==> config.mk <==
export PLATFORM = sky130hd
export DESIGN_NAME = hbridge_motor_drive_and_odometry
export DESIGN_NICKNAME = d
export VERILOG_FILES = /design/src/hbmd_pkg.sv /design/src/hbmd_drive.sv /design/src/hbmd_odom.sv /design/src/hbridge_motor_drive_and_odometry.sv
export SDC_FILE = /design/constraint.sdc
export NUM_CORES = 2
export LEC_CHECK = 0
export ABC_AREA = 1
export BUFFER_PORTS_ARGS = -buffer_cell sky130_fd_sc_hd__buf_2
export CAP_MARGIN = 40
export CORE_UTILIZATION = 60
export CTS_BUF_LIST = sky130_fd_sc_hd__clkbuf_16
export DETAILED_ROUTE_END_ITERATION = 8
export PLACE_DENSITY_LB_ADDON = 0.12
export SKIP_LAST_GASP = 1
export SLEW_MARGIN = 15
export SYNTH_ARGS = -nofsm -noshare
export SYNTH_HDL_FRONTEND = slang
export SYNTH_SLANG_ARGS = --single-unit
export TNS_END_PERCENT = 20
==> constraint.sdc <==
create_clock -name clk -period 18 [get_ports clk]
set_input_delay 3.6 -clock clk [delete_from_list [all_inputs] [get_ports clk]]
set_output_delay 3.6 -clock clk [all_outputs]
set_load 0.02 [all_outputs]
==> src/hbmd_pkg.sv <==
// Types, codes and helper functions for the H-bridge drive and odometry block.
// Used by every module of the block; depends on nothing.
package hbmd_pkg;

  localparam int NUM_MOTORS = 4;
  localparam int MOTOR_W    = $clog2(NUM_MOTORS);
  localparam int CFG_W      = 15;
  localparam int IDX_W      = 1;

  localparam int STALE_FRAMES_DEF    = 25;
  localparam int WATCHDOG_RELOAD_DEF = 4;

  localparam logic [CFG_W-1:0] PWM_PERIOD_RESET = 15'd2400;
  localparam logic [CFG_W-1:0] THRESHOLD_RESET  = 15'd240;

  localparam logic [IDX_W-1:0] REG_PWM_PERIOD       = 1'd0;
  localparam logic [IDX_W-1:0] REG_DRIVEN_THRESHOLD = 1'd1;

  localparam logic [MOTOR_W-1:0] MTR_LEFT  = 2'd0;
  localparam logic [MOTOR_W-1:0] MTR_RIGHT = 2'd1;

  localparam logic [1:0] TGT_NONE = 2'd0;
  localparam logic [1:0] TGT_FWD  = 2'd1;
  localparam logic [1:0] TGT_REV  = 2'd2;
  localparam logic [1:0] TGT_BOTH = 2'd3;

  localparam logic [1:0] HS_KEEP  = 2'd0;
  localparam logic [1:0] HS_SET   = 2'd1;
  localparam logic [1:0] HS_CLEAR = 2'd2;

  localparam logic [1:0] PIN_KEEP  = 2'd0;
  localparam logic [1:0] PIN_PLAIN = 2'd1;
  localparam logic [1:0] PIN_PWM   = 2'd2;

  typedef enum logic [1:0] {
    REQ_CMD   = 2'd0,
    REQ_FRAME = 2'd1,
    REQ_TICK  = 2'd2,
    REQ_HYST  = 2'd3
  } req_t;

  typedef enum logic [3:0] {
    DIR_UNINIT = 4'b0001,
    DIR_FWD    = 4'b0010,
    DIR_BACK   = 4'b0100,
    DIR_IDLE   = 4'b1000
  } dir_t;

  typedef logic signed [15:0] power_t;

  typedef struct packed {
    req_t                       req_type;
    logic [MOTOR_W-1:0]         motor_index;
    logic                       frame_start;
    logic signed [31:0]         enc_delta;
    logic [31:0]                enc_time;
    power_t [NUM_MOTORS-1:0]    cmd_power;
  } item_t;

  typedef struct packed {
    logic [1:0]  compare_target;
    logic [14:0] compare_value;
    logic [1:0]  high_side_action;
    logic [1:0]  fwd_low_mode;
    logic [1:0]  rev_low_mode;
    logic [2:0]  driven_flags;
  } drive_res_t;

  typedef struct packed {
    logic signed [31:0] delta;
    logic [31:0]        position;
    logic [31:0]        interval;
    logic               encoder_updated;
    logic               stale;
  } odom_res_t;

  typedef struct packed {
    logic [MOTOR_W-1:0] motor;
    odom_res_t          odom;
    drive_res_t         drive;
  } res_t;

  function automatic logic [15:0] abs16(input power_t v);
    abs16 = v[15] ? (~v + 16'd1) : v;
  endfunction

  function automatic power_t scale_power(input power_t cmd, input logic [CFG_W-1:0] period);
    logic [15:0] mag;
    logic [30:0] prod;
    logic [15:0] m;
    mag  = abs16(cmd);
    prod = 31'(mag) * 31'(period);
    m    = prod[30:15];
    scale_power = cmd[15] ? power_t'(~m + 16'd1) : power_t'(m);
  endfunction

endpackage

==> src/hbmd_drive.sv <==
// Power commands, link watchdog, scaled power, direction machines and driven flags.
// Depends on hbmd_pkg.
module hbmd_drive #(
  parameter int WATCHDOG_RELOAD = hbmd_pkg::WATCHDOG_RELOAD_DEF
) (
  input  logic                      clk,
  input  logic                      rst,
  input  logic                      en,
  input  hbmd_pkg::item_t           item,
  input  logic [hbmd_pkg::CFG_W-1:0] pwm_period,
  input  logic [hbmd_pkg::CFG_W-1:0] driven_threshold,
  output hbmd_pkg::drive_res_t      res,
  output logic                      tread_fwd
);
  import hbmd_pkg::*;

  power_t [NUM_MOTORS-1:0] commanded;
  power_t [NUM_MOTORS-1:0] commanded_next;
  power_t [NUM_MOTORS-1:0] cmd_eff;
  power_t [NUM_MOTORS-1:0] scaled;
  power_t [NUM_MOTORS-1:0] scaled_next;
  dir_t   [NUM_MOTORS-1:0] drive_dir;
  dir_t   [NUM_MOTORS-1:0] drive_dir_next;
  dir_t   [NUM_MOTORS-1:0] last_dir;
  dir_t   [NUM_MOTORS-1:0] last_dir_next;
  logic   [2:0]            watchdog;
  logic   [2:0]            watchdog_next;

  power_t      p;
  logic [15:0] pmag;
  dir_t        pdir;
  logic [15:0] thr;

  assign tread_fwd = (last_dir[item.motor_index] == DIR_FWD);
  assign thr       = {1'b0, driven_threshold};

  always_comb begin
    commanded_next = commanded;
    cmd_eff        = commanded;
    scaled_next    = scaled;
    drive_dir_next = drive_dir;
    last_dir_next  = last_dir;
    watchdog_next  = watchdog;
    res            = '0;
    p    = scaled[item.motor_index];
    pmag = abs16(p);
    if (p > 0) begin
      pdir = DIR_FWD;
    end else if (p < 0) begin
      pdir = DIR_BACK;
    end else begin
      pdir = DIR_IDLE;
    end

    unique case (item.req_type)
      REQ_CMD: begin
        commanded_next = item.cmd_power;
        watchdog_next  = 3'(WATCHDOG_RELOAD);
      end
      REQ_FRAME: begin
        if (item.frame_start) begin
          if (watchdog == 3'd0) begin
            cmd_eff = '0;
          end else begin
            watchdog_next = watchdog - 3'd1;
          end
        end
        commanded_next = cmd_eff;
        scaled_next[item.motor_index] = scale_power(cmd_eff[item.motor_index], pwm_period);
      end
      REQ_TICK: begin
        if (drive_dir[item.motor_index] == pdir) begin
          if (pdir == DIR_FWD) begin
            res.compare_target = TGT_FWD;
          end else begin
            res.compare_target = TGT_REV;
          end
          res.compare_value = pmag[14:0];
        end else if (drive_dir[item.motor_index] != DIR_IDLE) begin
          res.compare_target = TGT_BOTH;
          res.fwd_low_mode   = PIN_PLAIN;
          res.rev_low_mode   = PIN_PLAIN;
          drive_dir_next[item.motor_index] = DIR_IDLE;
        end else begin
          if (pdir == DIR_FWD) begin
            res.high_side_action = HS_SET;
            res.fwd_low_mode     = PIN_PWM;
          end else begin
            res.high_side_action = HS_CLEAR;
            res.rev_low_mode     = PIN_PWM;
          end
          drive_dir_next[item.motor_index] = pdir;
          last_dir_next[item.motor_index]  = pdir;
        end
      end
      REQ_HYST: begin
        last_dir_next[MTR_LEFT]  = DIR_BACK;
        last_dir_next[MTR_RIGHT] = DIR_BACK;
      end
    endcase

    res.driven_flags[0] = abs16(scaled_next[2]) > thr;
    res.driven_flags[1] = abs16(scaled_next[3]) > thr;
    res.driven_flags[2] = (abs16(scaled_next[0]) > thr) || (abs16(scaled_next[1]) > thr);
  end

  always_ff @(posedge clk) begin
    if (rst) begin
      commanded <= '0;
      scaled    <= '0;
      for (int k = 0; k < NUM_MOTORS; k++) begin
        drive_dir[k] <= DIR_UNINIT;
        last_dir[k]  <= DIR_UNINIT;
      end
      watchdog  <= '0;
    end else if (en) begin
      commanded <= commanded_next;
      scaled    <= scaled_next;
      drive_dir <= drive_dir_next;
      last_dir  <= last_dir_next;
      watchdog  <= watchdog_next;
    end
  end

endmodule

==> src/hbmd_odom.sv <==
// Encoder odometry: position, edge interval and per-motor staleness counters.
// Depends on hbmd_pkg.
module hbmd_odom #(
  parameter int STALE_FRAMES = hbmd_pkg::STALE_FRAMES_DEF
) (
  input  logic                 clk,
  input  logic                 rst,
  input  logic                 en,
  input  hbmd_pkg::item_t      item,
  input  logic                 tread_fwd,
  output hbmd_pkg::odom_res_t  res
);
  import hbmd_pkg::*;

  logic [NUM_MOTORS-1:0][31:0] position;
  logic [NUM_MOTORS-1:0][31:0] position_next;
  logic [NUM_MOTORS-1:0][31:0] edge_time;
  logic [NUM_MOTORS-1:0][31:0] edge_time_next;
  logic [NUM_MOTORS-1:0][7:0]  frames;
  logic [NUM_MOTORS-1:0][7:0]  frames_next;

  logic [7:0]         cnt;
  logic signed [31:0] sdelta;

  always_comb begin
    position_next  = position;
    edge_time_next = edge_time;
    frames_next    = frames;
    res            = '0;
    cnt            = frames[item.motor_index];
    sdelta         = item.enc_delta;
    if (item.req_type == REQ_FRAME) begin
      if (cnt != 8'hFF) begin
        cnt = cnt + 8'd1;
      end
      frames_next[item.motor_index] = cnt;
      if (item.enc_delta != 32'sd0) begin
        if (item.motor_index <= MTR_RIGHT && !tread_fwd) begin
          sdelta = -item.enc_delta;
        end
        position_next[item.motor_index]  = position[item.motor_index] + $unsigned(sdelta);
        res.interval                     = edge_time[item.motor_index] - item.enc_time;
        edge_time_next[item.motor_index] = item.enc_time;
        frames_next[item.motor_index]    = '0;
        res.delta                        = sdelta;
        res.encoder_updated              = 1'b1;
      end else begin
        res.stale = cnt > 8'(STALE_FRAMES);
      end
    end
    res.position = position_next[item.motor_index];
  end

  always_ff @(posedge clk) begin
    if (rst) begin
      position  <= '0;
      edge_time <= '0;
      frames    <= '0;
    end else if (en) begin
      position  <= position_next;
      edge_time <= edge_time_next;
      frames    <= frames_next;
    end
  end

endmodule

==> src/hbridge_motor_drive_and_odometry.sv <==
// Top level: request register, config registers, drive and odometry units, result register.
// Depends on hbmd_pkg, hbmd_drive and hbmd_odom.
//
//   channel   signals                     direction   accepted when
//   request   req_valid / req_stall       in          req_valid && !req_stall
//   result    res_valid / res_stall       out         res_valid && !res_stall
//   config    wr_en / wr_index / wr_data  in          wr_en
//
// Every request yields one result; one request per cycle while req_stall is low.
// The request register feeds one combinational pass into the result register.
// req_stall rises only when both registers hold and res_stall is high.
// Reset (rst, synchronous) clears all motor state and loads the register defaults.
module hbridge_motor_drive_and_odometry #(
  parameter int STALE_FRAMES    = hbmd_pkg::STALE_FRAMES_DEF,
  parameter int WATCHDOG_RELOAD = hbmd_pkg::WATCHDOG_RELOAD_DEF
) (
  input  logic                        clk,
  input  logic                        rst,
  input  logic                        wr_en,
  input  logic [hbmd_pkg::IDX_W-1:0]  wr_index,
  input  logic [hbmd_pkg::CFG_W-1:0]  wr_data,
  input  logic                        req_valid,
  output logic                        req_stall,
  input  logic [1:0]                  req_type,
  input  logic [1:0]                  motor_index,
  input  logic                        frame_start,
  input  logic signed [31:0]          enc_delta,
  input  logic [31:0]                 enc_time,
  input  logic signed [15:0]          cmd_power_0,
  input  logic signed [15:0]          cmd_power_1,
  input  logic signed [15:0]          cmd_power_2,
  input  logic signed [15:0]          cmd_power_3,
  output logic                        res_valid,
  input  logic                        res_stall,
  output logic [1:0]                  motor_out,
  output logic signed [31:0]          delta_out,
  output logic [31:0]                 position_out,
  output logic [31:0]                 interval_out,
  output logic                        encoder_updated,
  output logic                        stale,
  output logic [1:0]                  compare_target,
  output logic [14:0]                 compare_value,
  output logic [1:0]                  high_side_action,
  output logic [1:0]                  fwd_low_mode,
  output logic [1:0]                  rev_low_mode,
  output logic [2:0]                  driven_flags
);
  import hbmd_pkg::*;

  logic [CFG_W-1:0] pwm_period;
  logic [CFG_W-1:0] driven_threshold;

  item_t      item;
  item_t      item_in;
  logic       item_full;
  logic       accept;
  logic       fire;
  res_t       res;
  drive_res_t drive_res;
  odom_res_t  odom_res;
  logic       tread_fwd;

  assign req_stall = item_full && res_valid && res_stall;
  assign accept    = req_valid && !req_stall;
  assign fire      = item_full && !(res_valid && res_stall);

  always_comb begin
    item_in.req_type     = req_t'(req_type);
    item_in.motor_index  = motor_index;
    item_in.frame_start  = frame_start;
    item_in.enc_delta    = enc_delta;
    item_in.enc_time     = enc_time;
    item_in.cmd_power[0] = cmd_power_0;
    item_in.cmd_power[1] = cmd_power_1;
    item_in.cmd_power[2] = cmd_power_2;
    item_in.cmd_power[3] = cmd_power_3;
  end

  always_ff @(posedge clk) begin
    if (rst) begin
      pwm_period       <= PWM_PERIOD_RESET;
      driven_threshold <= THRESHOLD_RESET;
    end else if (wr_en) begin
      if (wr_index == REG_PWM_PERIOD) begin
        pwm_period <= wr_data;
      end
      if (wr_index == REG_DRIVEN_THRESHOLD) begin
        driven_threshold <= wr_data;
      end
    end
  end

  always_ff @(posedge clk) begin
    if (rst) begin
      item_full <= 1'b0;
    end else if (accept) begin
      item_full <= 1'b1;
    end else if (fire) begin
      item_full <= 1'b0;
    end
  end

  always_ff @(posedge clk) begin
    if (accept) begin
      item <= item_in;
    end
  end

  hbmd_drive #(
    .WATCHDOG_RELOAD(WATCHDOG_RELOAD)
  ) u_drive (
    .clk              (clk),
    .rst              (rst),
    .en               (fire),
    .item             (item),
    .pwm_period       (pwm_period),
    .driven_threshold (driven_threshold),
    .res              (drive_res),
    .tread_fwd        (tread_fwd)
  );

  hbmd_odom #(
    .STALE_FRAMES(STALE_FRAMES)
  ) u_odom (
    .clk       (clk),
    .rst       (rst),
    .en        (fire),
    .item      (item),
    .tread_fwd (tread_fwd),
    .res       (odom_res)
  );

  always_ff @(posedge clk) begin
    if (rst) begin
      res_valid <= 1'b0;
    end else if (fire) begin
      res_valid <= 1'b1;
    end else if (!res_stall) begin
      res_valid <= 1'b0;
    end
  end

  always_ff @(posedge clk) begin
    if (fire) begin
      res.motor <= item.motor_index;
      res.odom  <= odom_res;
      res.drive <= drive_res;
    end
  end

  assign motor_out        = res.motor;
  assign delta_out        = res.odom.delta;
  assign position_out     = res.odom.position;
  assign interval_out     = res.odom.interval;
  assign encoder_updated  = res.odom.encoder_updated;
  assign stale            = res.odom.stale;
  assign compare_target   = res.drive.compare_target;
  assign compare_value    = res.drive.compare_value;
  assign high_side_action = res.drive.high_side_action;
  assign fwd_low_mode     = res.drive.fwd_low_mode;
  assign rev_low_mode     = res.drive.rev_low_mode;
  assign driven_flags     = res.drive.driven_flags;

endmodule

==> insert_results.sql <==
INSERT INTO impl_metrics (metric_group, metric, value, unit) VALUES
('synthesis', 'async_flop_share', '0', '%'),
('worst_setup_path', 'critical_path.endpoint_type', 'flop', ''),
('die', 'floorplan.rows', '101', ''),
('die', 'die_w', '280', 'µm'),
('worst_setup_path', 'crit_type', 'flop to flop', ''),
('timing', 'fin_crit', '12.29', 'ns'),
('clocking', 'cts_hold_buf', '0', ''),
('grt', 'grt_start_max_net_pins', '183', ''),
('synthesis', 'synthesis.nets', '6496', ''),
('grt', 'grt_overflow', '0', ''),
('synthesis', 'synthesis.yosys.warnings', '0', ''),
('synthesis', 'netlist_area_pre_place', '46300', 'µm²'),
('timing', 'grt_setup_unrepaired', 'no', ''),
('synthesis', 'ys_seq_elements', '731', ''),
('drt', 'detail_route.wirelength', '137000', 'µm'),
('power_and_ir_drop', 'ir_drop', '97.3', 'µV'),
('worst_setup_path', 'critical_path.max_fanout', '47', ''),
('drt', 'num_vias', '41900', ''),
('placement', 'gp_routability_congestion', '0.972', ''),
('clocking', 'cts_max_path_buffers', '3', ''),
('drt', 'postRouteAntennaNets', '0', ''),
('synthesis', 'synth_enable_flop_cells', '256', ''),
('worst_setup_path', 'cp_max_stage_cell', 'sky130_fd_sc_hd__nand2_4', ''),
('layout', 'flow.area_growth_from_synthesis', '10.7', '%'),
('clocking', 'post_cts_resized', '0', ''),
('placement', 'port-buffer-count', '281', ''),
('drt', 'detailedRoute.firstIterationViolations', '4091', ''),
('timing', 'hold_violations', '0', ''),
('outcome', 'status', 'finished, final reports clean', ''),
('layout', 'final_common_cell', 'sky130_fd_sc_hd__nand2_1', ''),
('synthesis', 'yosysSeqAreaShare', '37.1', '%'),
('synthesis', 'netlist_instances', '5936', ''),
('clocking', 'tritoncts_clock_tree', 'yes', ''),
('grt', 'wire_length_of_the_first_global_routing_pass', '217000', 'µm'),
('power_and_ir_drop', 'leakage', '22.8', 'nW'),
('layout', 'share_of_layout_cells_above_drive_strength_1', '10.2', '%'),
('clocking', 'h_tree_depth_reported_by_cts', '3', ''),
('clocking', 'cts_sinks', '731', ''),
('timing', 'finalSetupTns', '0', 'ns'),
('flow_run', 'maxCapViolations', '0', ''),
('synthesis', 'synth_area_per_cell', '7.80', 'µm²'),
('layout', 'commonest_cells_after_routing_fill_and_taps_aside', '991 x sky130_fd_sc_hd__nand2_1, 802 x sky130_fd_sc_hd__inv_1, 585 x sky130_fd_sc_hd__o21ai_0', ''),
('die', 'fp.coreArea', '76200', 'µm²'),
('drt', 'wl_per_cell', '19.2', 'µm'),
('timing', 'slew_violations', '0', ''),
('clocking', 'insertion_delay', '0.65', 'ns'),
('power_and_ir_drop', 'powerDensity', '110', 'nW/µm²'),
('clocking', 'postCtsSetupBuffers', '0', ''),
('worst_setup_path', 'worstSetupStartpointType', 'flop', ''),
('worst_setup_path', 'arrival', '12.67', 'ns'),
('drt', 'drt_pass1_iterations', '8', ''),
('placement', 'detailed_place_hpwl', '96600', 'µm'),
('timing', 'slew_headroom', '38.8', '%'),
('timing', 'skew', '0.0411', 'ns'),
('drt', 'route.detailed.drc', '0', ''),
('die', 'die_area', '78300', 'µm²'),
('grt', 'antenna_found_initial', '7', ''),
('die', 'pin_count', '282', ''),
('timing', 'setup_viol', '0', ''),
('worst_setup_path', 'worstPathRequired', '18.38', 'ns'),
('synthesis', 'synthFlopType', 'sky130_fd_sc_hd__dfxtp_1', ''),
('clocking', 'cts_root_buffer', 'sky130_fd_sc_hd__clkbuf_16', ''),
('grt', 'globalRouteTotalUtil', '34.9', '%'),
('clocking', 'cts_buffers', '79', ''),
('die', 'floorplan.initialDensity', '60.7', '%'),
('timing', 'fin_hold_ws', '0.453', 'ns'),
('timing', 'timing.fmax', '81.4', 'MHz'),
('worst_setup_path', 'max_stage_delay', '0.73', 'ns'),
('clocking', 'path_clk_slew', '0.06', 'ns'),
('drt', 'avgViaCountPerCell', '5.86', ''),
('layout', 'nNetsFinal', '6611', ''),
('hold_path', 'hold_removal_path_class', 'flop to flop', ''),
('worst_setup_path', 'critical-path-top-cell-by-count', 'sky130_fd_sc_hd__nand2_1', ''),
('timing', 'tightest_pin_transition', '0.918', 'ns'),
('die', 'die_y', '280', 'µm'),
('timing', 'timing.final.crit_share', '68.3', '%'),
('grt', 'grt_pass1_vias', '40000', ''),
('synthesis', 'synth_cell_type_count', '64', '');
==> per-layer routing <==
layer | routed length (µm) | vias to the layer above | track usage [%]
met5 | 0 | - | 0
met4 | 6060 | 0 | 15.8
met3 | 10600 | 345 | 4.89
met2 | 64500 | 1775 | 57.8
met1 | 56200 | 19700 | 45.3
li1 | - | 20100 | -
==> registers in the layout (all words and copies together), names as in the netlist, 8 cells and up, named ones only <==
register	cells
item	133
u_odom.edge_time	128
u_odom.position	128
u_drive.commanded	64
u_drive.scaled	64
delta_out	32
interval_out	32
position_out	32
u_drive.drive_dir	16
compare_value	15
driven_threshold	15
pwm_period	15
u_drive.last_dir	8
==> through the flow <==
step	std cells	worst slack, ns	area (µm²)	util, %	total power [W]
after detailed placement	6997	5.92	48500	63.6	0.00394
after global placement	6983	6.02	48200	63.3	0.00392
final	7150	5.71	51200	67.2	0.00562
after floorplan	5936	8.17	46300	-	0.00333
after global routing	7147	4.77	51200	67.2	0.00595
after CTS	7144	5.87	51200	67.2	0.00561
==> synth_stat cells, drive strengths merged, types with 21 or more instances <==
cell    count  area, µm²
xnor2      47        419
a22oi      41        308
clkbuf    247        927
a21oi     565       2830
nor3       35        175
o22ai     111        694
buf        58        270
a221oi     35        313
nand4      39        244
or2        52        325
fa        181       3620
xor2       86        753
a211oi     36        270
o211ai     21        158
nor2      539       2060
a31oi      22        138
dfxtp     475       9510
o21ai     613       3110
inv       805       3030
nand2    1038       4020
edfxtp    256       7690
o221ai     38        333
ha        225       2820
a311oi     22        193
nand3     226       1170
==> worst paths after layout <==
path | startpoint | endpoint | slack, ns | depth (start not counted)
max | item[129]$_DFFE_PP_ | driven_flags[2]$_DFFE_PP_ | 5.71 | 54
min | u_odom.edge_time[73]$_SDFFE_PP0P_ | u_odom.edge_time[73]$_SDFFE_PP0P_ | 0.45 | 2
max reg2reg | item[129]$_DFFE_PP_ | driven_flags[2]$_DFFE_PP_ | 5.71 | 54
min reg2reg | u_odom.edge_time[73]$_SDFFE_PP0P_ | u_odom.edge_time[73]$_SDFFE_PP0P_ | 0.45 | 2
==> cell type report <==
class,instances,area [µm²]
antenna,3,7.51
clock buffer,84,2100
clock inverter,63,569
fill,6521,25000
inverter,817,3090
multi-input combinational,4083,24900
sequential,731,17200
tap,1030,1290
timing repair buffer,339,2060
==> cell families (layout without fill, tap and decap cells) <==
| family | Yosys count | after routing | synth area share, % |
|---|---|---|---|
| mux | 7 | 7 | 0.151 |
| simple gates | 1964 | 1964 | 17.8 |
| xor+xnor | 133 | 133 | 2.53 |
| other cells | 0 | 3 | 0 |
| compound gates | 1573 | 1573 | 19.2 |
| fa+ha+maj | 406 | 406 | 13.9 |
| flops | 731 | 731 | 37.1 |
| buf+inv | 1122 | 1303 | 9.22 |
==> where the power goes <==
part | internal, W | switching (W) | leakage, nW
clock network | 0.000956 | 0.000716 | 1.37
logic | 0.000667 | 0.00142 | 15.1
registers | 0.00180 | 0.0000556 | 6.37
==> worst max-delay path: cells and delay by family (launching register included) <==
| family | cells | cell delay [ns] |
|---|---|---|
| buffers and inverters | 9 | 1.15 |
| and+or+nand+nor | 28 | 4.68 |
| DFF | 1 | 0.58 |
| adders and majority gates | 11 | 4.46 |
| AOI/OAI and AO/OA | 6 | 1.18 |
Note: power is estimated with default switching activity, not from simulation.
